[src/sv/dbcs_pkg.sv]
// Shared types and constants for the double-byte glyph address generator.
// No dependencies.
`timescale 1ns / 1ps

package dbcs_pkg;

   // encoding_mode register codes
   typedef enum logic [1:0] {
      ENC_NONE = 2'd0,
      ENC_BIG5 = 2'd1,
      ENC_GB   = 2'd2,
      ENC_JIS  = 2'd3
   } encoding_type;

   // row pitch selected for the row multiply
   typedef enum logic [1:0] {
      ROW_94  = 2'd0,
      ROW_157 = 2'd1,
      ROW_188 = 2'd2
   } row_width_type;

   localparam logic [3:0]  GLYPH_PIXELS   = 4'd12;

   localparam logic [7:0]  BIG5_LEAD_LO   = 8'hA1;
   localparam logic [7:0]  BIG5_LEAD_HI   = 8'hF9;
   localparam logic [7:0]  BIG5_MAIN_LEAD = 8'd164;
   localparam logic [7:0]  BIG5_SYM_LEAD  = 8'd161;
   localparam logic [7:0]  GB_LEAD_HI     = 8'hF7;
   localparam logic [7:0]  EUC_LO         = 8'hA1;
   localparam logic [7:0]  EUC_HI         = 8'hFE;
   localparam logic [7:0]  SJIS_TRAIL_LO  = 8'h40;
   localparam logic [7:0]  SJIS_TRAIL_HI  = 8'hFC;
   localparam logic [7:0]  TRAIL_DEL      = 8'h7F;
   localparam logic [7:0]  BIG5_TRAIL_HI1 = 8'h7E;
   localparam logic [7:0]  SJIS_LEAD1_LO  = 8'h81;
   localparam logic [7:0]  SJIS_LEAD1_HI  = 8'h9F;
   localparam logic [7:0]  SJIS_LEAD2_LO  = 8'hE0;
   localparam logic [7:0]  SJIS_LEAD2_HI  = 8'hEF;
   localparam logic [7:0]  SJIS_PAIR2     = 8'd31;

   localparam logic [13:0] BIG5_SYM_BASE  = 14'd13094;
   localparam logic [13:0] BIG5_GAP_START = 14'd5809;
   localparam logic [13:0] BIG5_GAP_SIZE  = 14'd408;

   // decoded item between stage 1 and stage 2
   typedef struct packed {
      logic          core;
      logic          supported;
      logic          ok;
      logic          jis;
      logic          sym;
      logic          gap;
      row_width_type sel;
      logic [6:0]    row;
      logic [7:0]    col;
   } decode_type;

endpackage

[src/sv/dbcs_glyph_address_generator_top.sv]
// Top level of the double-byte glyph address generator: decode, row multiply,
// gap fold and ROM offset in a four-stage pipeline. Depends on dbcs_pkg.
`timescale 1ns / 1ps

// One character code enters per cycle: busy is always low, so a beat is taken
// at every clock edge where start is high. Its result goes through the s1 to s4
// registers to rsp_ ports, marked by rsp_valid for one cycle; the receiver cannot
// stall, and the pipeline never holds. Stages: byte decode and range check,
// row times pitch (157, 94 or 188) plus column, Big5 gap removal and invalid
// zeroing, then the ROM offset multiply (x18, or x12 for JIS). The
// encoding_mode register is written through the csr_ channel, which is always
// ready; write it only while no beat is in flight.
module dbcs_glyph_address_generator_top
   import dbcs_pkg::*;
(
   input  logic        clock,
   input  logic        reset,
   input  logic        start,
   output logic        busy,
   input  logic [15:0] req_char_code,
   output logic        rsp_valid,
   output logic        rsp_use_core_font,
   output logic [13:0] rsp_glyph_index,
   output logic [17:0] rsp_glyph_offset,
   output logic [3:0]  rsp_glyph_width,
   output logic [3:0]  rsp_glyph_height,
   output logic [3:0]  rsp_glyph_baseline,
   output logic        rsp_out_of_range,
   input  logic        csr_valid,
   output logic        csr_ready,
   input  logic [1:0]  csr_encoding_mode
);

   encoding_type mode_ff;

   // stage 1: decoded bytes
   logic       s1_valid_ff;
   decode_type s1_ff, s1_in;

   // stage 2: linear sequence number
   logic        s2_valid_ff;
   logic        s2_core_ff, s2_supported_ff, s2_ok_ff, s2_jis_ff, s2_gap_ff;
   logic [13:0] s2_seq_ff, s2_seq_in;

   // stage 3: glyph index
   logic        s3_valid_ff;
   logic        s3_core_ff, s3_supported_ff, s3_ok_ff, s3_jis_ff;
   logic [13:0] s3_idx_ff, s3_idx_in;

   // stage 4: output registers
   logic        s4_valid_ff;
   logic        s4_core_ff, s4_supported_ff, s4_ok_ff;
   logic [13:0] s4_idx_ff;
   logic [17:0] s4_off_ff, s4_off_in;

   assign busy      = 1'b0;
   assign csr_ready = 1'b1;

   // ---------------- stage 1: decode ----------------
   logic [7:0]  hi, lo;
   logic [7:0]  row_full;
   logic        euc_hi, euc_lo, sjis_lo, lead1, lead2;

   assign hi = req_char_code[15:8];
   assign lo = req_char_code[7:0];

   always_comb begin
      euc_hi   = (hi >= EUC_LO) && (hi <= EUC_HI);
      euc_lo   = (lo >= EUC_LO) && (lo <= EUC_HI);
      sjis_lo  = (lo >= SJIS_TRAIL_LO) && (lo <= SJIS_TRAIL_HI) && (lo != TRAIL_DEL);
      lead1    = (hi >= SJIS_LEAD1_LO) && (hi <= SJIS_LEAD1_HI);
      lead2    = (hi >= SJIS_LEAD2_LO) && (hi <= SJIS_LEAD2_HI);
      row_full = 8'd0;

      s1_in           = '0;
      s1_in.sel       = ROW_94;
      s1_in.core      = (hi == 8'd0);
      s1_in.supported = 1'b0;

      unique case (mode_ff)
         ENC_BIG5: begin
            s1_in.supported = 1'b1;
            s1_in.sel       = ROW_157;
            s1_in.ok = (hi >= BIG5_LEAD_LO) && (hi <= BIG5_LEAD_HI) &&
                       (((lo >= SJIS_TRAIL_LO) && (lo <= BIG5_TRAIL_HI1)) || euc_lo);
            // fold the two trail ranges into one 157-wide column
            s1_in.col = (lo < TRAIL_DEL) ? lo - 8'd64 : lo - 8'd98;
            if (hi >= BIG5_MAIN_LEAD) begin
               row_full  = hi - BIG5_MAIN_LEAD;
               s1_in.gap = 1'b1;
            end else begin
               row_full  = hi - BIG5_SYM_LEAD;
               s1_in.sym = 1'b1;
            end
         end
         ENC_GB: begin
            s1_in.supported = 1'b1;
            s1_in.ok  = (hi >= EUC_LO) && (hi <= GB_LEAD_HI) && euc_lo;
            row_full  = hi - EUC_LO;
            s1_in.col = lo - EUC_LO;
         end
         ENC_JIS: begin
            s1_in.supported = 1'b1;
            s1_in.jis       = 1'b1;
            if (euc_hi && euc_lo) begin
               // EUC wins where the two forms overlap
               s1_in.ok  = 1'b1;
               row_full  = hi - EUC_LO;
               s1_in.col = lo - EUC_LO;
            end else begin
               s1_in.sel = ROW_188;
               s1_in.ok  = sjis_lo && (lead1 || lead2);
               row_full  = lead1 ? hi - SJIS_LEAD1_LO : hi - SJIS_LEAD2_LO + SJIS_PAIR2;
               s1_in.col = (lo < 8'h80) ? lo - 8'h40 : lo - 8'h41;
            end
         end
         default: begin
            s1_in.supported = 1'b0;
         end
      endcase
      s1_in.row = row_full[6:0];
   end

   // ---------------- stage 2: row multiply ----------------
   logic [14:0] prod;
   logic [14:0] seq_sum;

   always_comb begin
      unique case (s1_ff.sel)
         ROW_157: prod = 15'({8'd0, s1_ff.row} * 15'd157);
         ROW_188: prod = 15'({8'd0, s1_ff.row} * 15'd188);
         default: prod = 15'({8'd0, s1_ff.row} * 15'd94);
      endcase
      seq_sum = prod + {7'd0, s1_ff.col} + (s1_ff.sym ? {1'b0, BIG5_SYM_BASE} : 15'd0);
      s2_seq_in = seq_sum[13:0];
   end

   // ---------------- stage 3: gap fold and repair ----------------
   always_comb begin
      // drop the index to zero unless a valid double-byte glyph
      if (s2_core_ff || !s2_supported_ff || !s2_ok_ff) begin
         s3_idx_in = 14'd0;
      end else if (s2_gap_ff && (s2_seq_ff >= BIG5_GAP_START)) begin
         s3_idx_in = s2_seq_ff - BIG5_GAP_SIZE;
      end else begin
         s3_idx_in = s2_seq_ff;
      end
   end

   // ---------------- stage 4: ROM offset ----------------
   logic [18:0] off_full;

   always_comb begin
      off_full  = s3_jis_ff ? {5'd0, s3_idx_ff} * 19'd12 : {5'd0, s3_idx_ff} * 19'd18;
      s4_off_in = off_full[17:0];
   end

   // ---------------- registers ----------------
   always_ff @(posedge clock) begin
      if (reset) begin
         mode_ff     <= ENC_NONE;
         s1_valid_ff <= 1'b0;
         s2_valid_ff <= 1'b0;
         s3_valid_ff <= 1'b0;
         s4_valid_ff <= 1'b0;
      end else begin
         if (csr_valid && csr_ready) begin
            mode_ff <= encoding_type'(csr_encoding_mode);
         end
         s1_valid_ff <= start && !busy;
         s2_valid_ff <= s1_valid_ff;
         s3_valid_ff <= s2_valid_ff;
         s4_valid_ff <= s3_valid_ff;
      end
   end

   // payload advances every cycle; no stall exists
   always_ff @(posedge clock) begin
      s1_ff           <= s1_in;

      s2_core_ff      <= s1_ff.core;
      s2_supported_ff <= s1_ff.supported;
      s2_ok_ff        <= s1_ff.ok;
      s2_jis_ff       <= s1_ff.jis;
      s2_gap_ff       <= s1_ff.gap;
      s2_seq_ff       <= s2_seq_in;

      s3_core_ff      <= s2_core_ff;
      s3_supported_ff <= s2_supported_ff;
      s3_ok_ff        <= s2_ok_ff;
      s3_jis_ff       <= s2_jis_ff;
      s3_idx_ff       <= s3_idx_in;

      s4_core_ff      <= s3_core_ff;
      s4_supported_ff <= s3_supported_ff;
      s4_ok_ff        <= s3_ok_ff;
      s4_idx_ff       <= s3_idx_ff;
      s4_off_ff       <= s4_off_in;
   end

   // ---------------- result beat ----------------
   logic glyph_sized;
   assign glyph_sized = s4_supported_ff && !s4_core_ff;

   assign rsp_valid          = s4_valid_ff;
   assign rsp_use_core_font  = s4_core_ff;
   assign rsp_glyph_index    = s4_idx_ff;
   assign rsp_glyph_offset   = s4_off_ff;
   assign rsp_glyph_width    = glyph_sized ? GLYPH_PIXELS : 4'd0;
   assign rsp_glyph_height   = glyph_sized ? GLYPH_PIXELS : 4'd0;
   assign rsp_glyph_baseline = 4'd0;
   assign rsp_out_of_range   = glyph_sized && !s4_ok_ff;

endmodule

[config.mk]
export PLATFORM = sky130hd
export DESIGN_NAME = dbcs_glyph_address_generator_top
export DESIGN_NICKNAME = d
export VERILOG_FILES = /design/src/sv/dbcs_pkg.sv /design/src/sv/dbcs_glyph_address_generator_top.sv
export SDC_FILE = /design/constraint.sdc
export NUM_CORES = 1
export LEC_CHECK = 0
export ABC_AREA = 1
export BUFFER_PORTS_ARGS = -buffer_cell sky130_fd_sc_hd__buf_2
export CAP_MARGIN = 5
export CORE_MARGIN = 2
export CORE_UTILIZATION = 25
export CTS_CLUSTER_DIAMETER = 30
export DETAILED_ROUTE_END_ITERATION = 10
export GPL_TIMING_DRIVEN = 0
export PLACE_DENSITY = 0.37
export SLEW_MARGIN = 20
export SYNTH_ARGS = -nofsm -noshare
export SYNTH_HDL_FRONTEND = slang
export SYNTH_SLANG_ARGS = --single-unit
[constraint.sdc]
create_clock -name clock -period 7.9 [get_ports clock]
set_input_delay 0.79 -clock clock [delete_from_list [all_inputs] [get_ports clock]]
set_output_delay 0.79 -clock clock [all_outputs]
set_load 0.005 [all_outputs]
==> impl_metrics.py <==
metrics = {
    "drt": {
        "first_iter_violations": 239,
        "drc_errors": 0,
        "dr_wl_met3_um": 671,
        "detail-route-antenna-nets": 0,
        "highest_layer": "met4",
        "wl_um": 22000,
        "vias": 7344,
        "wl_met1_um": 10500,
        "post_drt_wl_per_cell_um": 13.1,
        "first_pass_iters": 4,
        "vias_per_cell": 4.36,
        "met2_length_um": 10500,
    },
    "yosys": {
        "synthTopCellsByArea": "dfxtp_1 23%, ha_1 20%, nand2_1 10%",
        "synth_cell_types": 50,
        "synth_seq_cells": 100,
        "synth_edf_count": 0,
        "yosysTopAreaCell": "dfxtp_1",
        "syn_inst": 1155,
        "seq_area_frac_synth": 0.234,
        "syn_area_per_cell_um2": 7.40,
        "asyncSetResetFlopFracSynth": 0,
        "syn_area_mm2": 0.00855,
        "yosys_warnings": 0,
        "ys_dominant_reg_cell": "dfxtp_1",
        "yosysTopAreaCellShare": 0.234,
    },
    "worst_setup_path": {
        "r2r_cells": 22,
        "worstPathMaxFanout": 7,
        "critical_path.most_common_cell": "ha_1",
        "worst_setup_path_start_kind": "flip-flop",
        "reg2reg_slack_ns": 2.63,
        "r2r-start": "s1_ff[12]",
        "worstReg2RegEnd": "s2_seq_ff[13]",
        "crit_chain": "ha_1 > inv_1 > fa_1 > inv_1 > fa_1 > fa_1 > ha_1 > nand2_1 > nor2_1 > a21oi_1 > or2_2 > nand3_1 > a31oi_1 > ha_1 > ha_1 > nand2_1 > nor2_1 > nand3b_1 > o2111ai_1 > nand4_1 > nand3_1 > nand2_1",
        "slowest_delay_ns": 0.59,
        "path_class": "reg -> reg",
        "cp_slowest_cell": "dfxtp_1",
        "required_ns": 8.15,
        "end_kind": "flip-flop",
        "cp_data_arrival_time_ns": 5.53,
    },
    "clock_tree": {
        "cts_setup_buffers": 0,
        "cts-root-buf": "clkbuf_16",
        "cts_buffers": 9,
        "clock_latency_ns": 0.35,
        "htreeDepth": 3,
        "cts_buffer_depth": 2,
        "holdBufCountCts": 0,
        "cts_tree": "yes",
        "cts_resized": 0,
        "clk_pin_slew_worst_paths_ns": 0.07,
        "cts.sinks": 100,
    },
    "power_and_ir_drop": {
        "vdd_drop_max_v": 0.000125,
        "power_density_mw_per_mm2": 207,
        "leakage_nw": 5.07,
    },
    "timing": {
        "fin_skew_ns": 0.0122,
        "setup_viol": 0,
        "timing.final.max_slew_violations": 0,
        "tightest_slew_ns": 0.612,
        "period_share": 0.667,
        "grt_setup_unrepaired": "false",
        "relSlewSlack": 0.590,
        "hold_viol_final": 0,
        "period_needed_ns": 5.27,
        "fmax_mhz": 190,
        "tns_ns": 0,
    },
    "global_route": {
        "grt_pass1_vias": 7372,
        "grt-ovfl-total": 0,
        "grt_pass1_wl_um": 36500,
        "grt_usage": 0.128,
        "antenna_found_initial": 1,
        "grt_max_degree": 17,
    },
    "layout": {
        "multi_input_comb_area_mm2": 0.00572,
        "fillers": 3749,
        "design_area_mm2": 0.00976,
        "final_common_cell": "nand2_1",
        "layout.nets": 1419,
        "regArea_mm2": 0.00200,
        "layout_common_cells": "231 x nand2_1, 172 x inv_1, 139 x ha_1",
        "fin_util": 0.290,
        "syn_to_final_growth_pct": 14.1,
        "drive_gt1_frac": 0.0988,
        "num_antenna_cells": 0,
    },
    "die": {
        "core_area_mm2": 0.0336,
        "start_util": 0.254,
        "die_x_um": 189,
        "die_h_um": 189,
        "die_area_mm2": 0.0357,
        "ioPinCount": 71,
        "rows": 67,
    },
    "placement": {
        "numPortBuffers": 55,
        "postPlaceCellArea_mm2": 0.00942,
        "dpl.hpwl_um": 18400,
        "finalWeightedCongestion": 0.806,
    },
    "hold_path": {
        "hold_start": "s2_jis_ff",
        "hold_depth": 0,
        "min_to": "s3_jis_ff",
        "min_path_type": "reg -> reg",
    },
    "status": {
        "status": "completed",
    },
    "job": {
        "drv_cap": 0,
    },
}
==> critical path: cells and delay by family (launching register included) <==
kind	cells	cell delay [ns]
and+or+nand+nor	10	1.24
adders and majority gates	7	2.82
buffers and inverters	2	0.14
AOI/OAI and AO/OA	3	0.38
DFF	1	0.59
==> metal layers <==
metal / track usage / vias up
li1: - / 3930
met4: 0.0346 / 0
met3: 0.0209 / 23
met2: 0.226 / 94
met5: 0 / -
met1: 0.160 / 3297
==> kinds of logic after synthesis <==
kind of cell	after synthesis	share of synthesized area
and+or+nand+nor	440	0.224
buffers and inverters	210	0.101
AOI/OAI and AO/OA	195	0.129
adders and majority gates	167	0.269
DFF	100	0.234
xor gates and xnor gates	41	0.0420
other	2	0.000878
==> layout make-up <==
cell class	instances	share of cell area
Multi-Input combinational cell	854	0.587
Sequential cell	100	0.205
Tap cell	448	0.0575
Clock inverter	5	0.00846
Inverter	181	0.0702
Clock buffer	11	0.0259
Buffer	29	0.0181
Timing Repair Buffer	55	0.0282
==> power by group <==
part,internal [mW],switching [mW]
Clock,0.296,0.196
Combinational,0.352,0.556
Sequential,0.562,0.0578
Total,1.21,0.810
==> how the worst max path moves through the flow <==
stage,from,endpoint,slack [ns],cells after the start
final,s1_ff[12],s2_seq_ff[13],2.63,22
after global routing,s1_ff[12],s2_seq_ff[13],2.21,23
after CTS,s1_ff[12],s2_seq_ff[13],2.53,22
after detailed placement,s1_ff[12],s2_seq_ff[13],2.56,24
after global placement,s1_ff[12],s2_seq_ff[13],2.46,22
after floorplan,s1_ff[10],s2_seq_ff[12],3.25,20
==> stage by stage <==
step | hold WS, ns | worst slack, ns | instances | power [mW]
floorplan | 0.310 | 3.25 | 1164 | 1.32
global placement | 0.311 | 2.46 | 1667 | 1.55
detailed placement | 0.312 | 2.56 | 1667 | 1.54
CTS | 0.321 | 2.53 | 1683 | 2.06
global route | 0.326 | 2.21 | 1683 | 2.22
finish | 0.321 | 2.63 | 1683 | 2.02
==> cell usage after synthesis (7+ instances only) <==
cell	count
inv_1	172
o211ai_1	9
nand4_1	17
fa_1	28
a31oi_1	8
a21oi_1	83
xor2_1	28
o21ai_1	8
dfxtp_1	100
ha_1	139
nand2_1	231
buf_4	16
xnor2_1	13
nor3_1	10
nand3_1	79
o21ai_0	57
clkbuf_1	9
inv_2	7
nor2_1	80
==> registers in the layout (all words and copies together), names as in the netlist, 2 cells and up <==
signal            cells
s2_seq_ff            14
mode_ff               2
rsp_glyph_index      14
rsp_glyph_offset     17
s1_ff                23
s3_idx_ff            14
(Power assumes the default switching activity.)
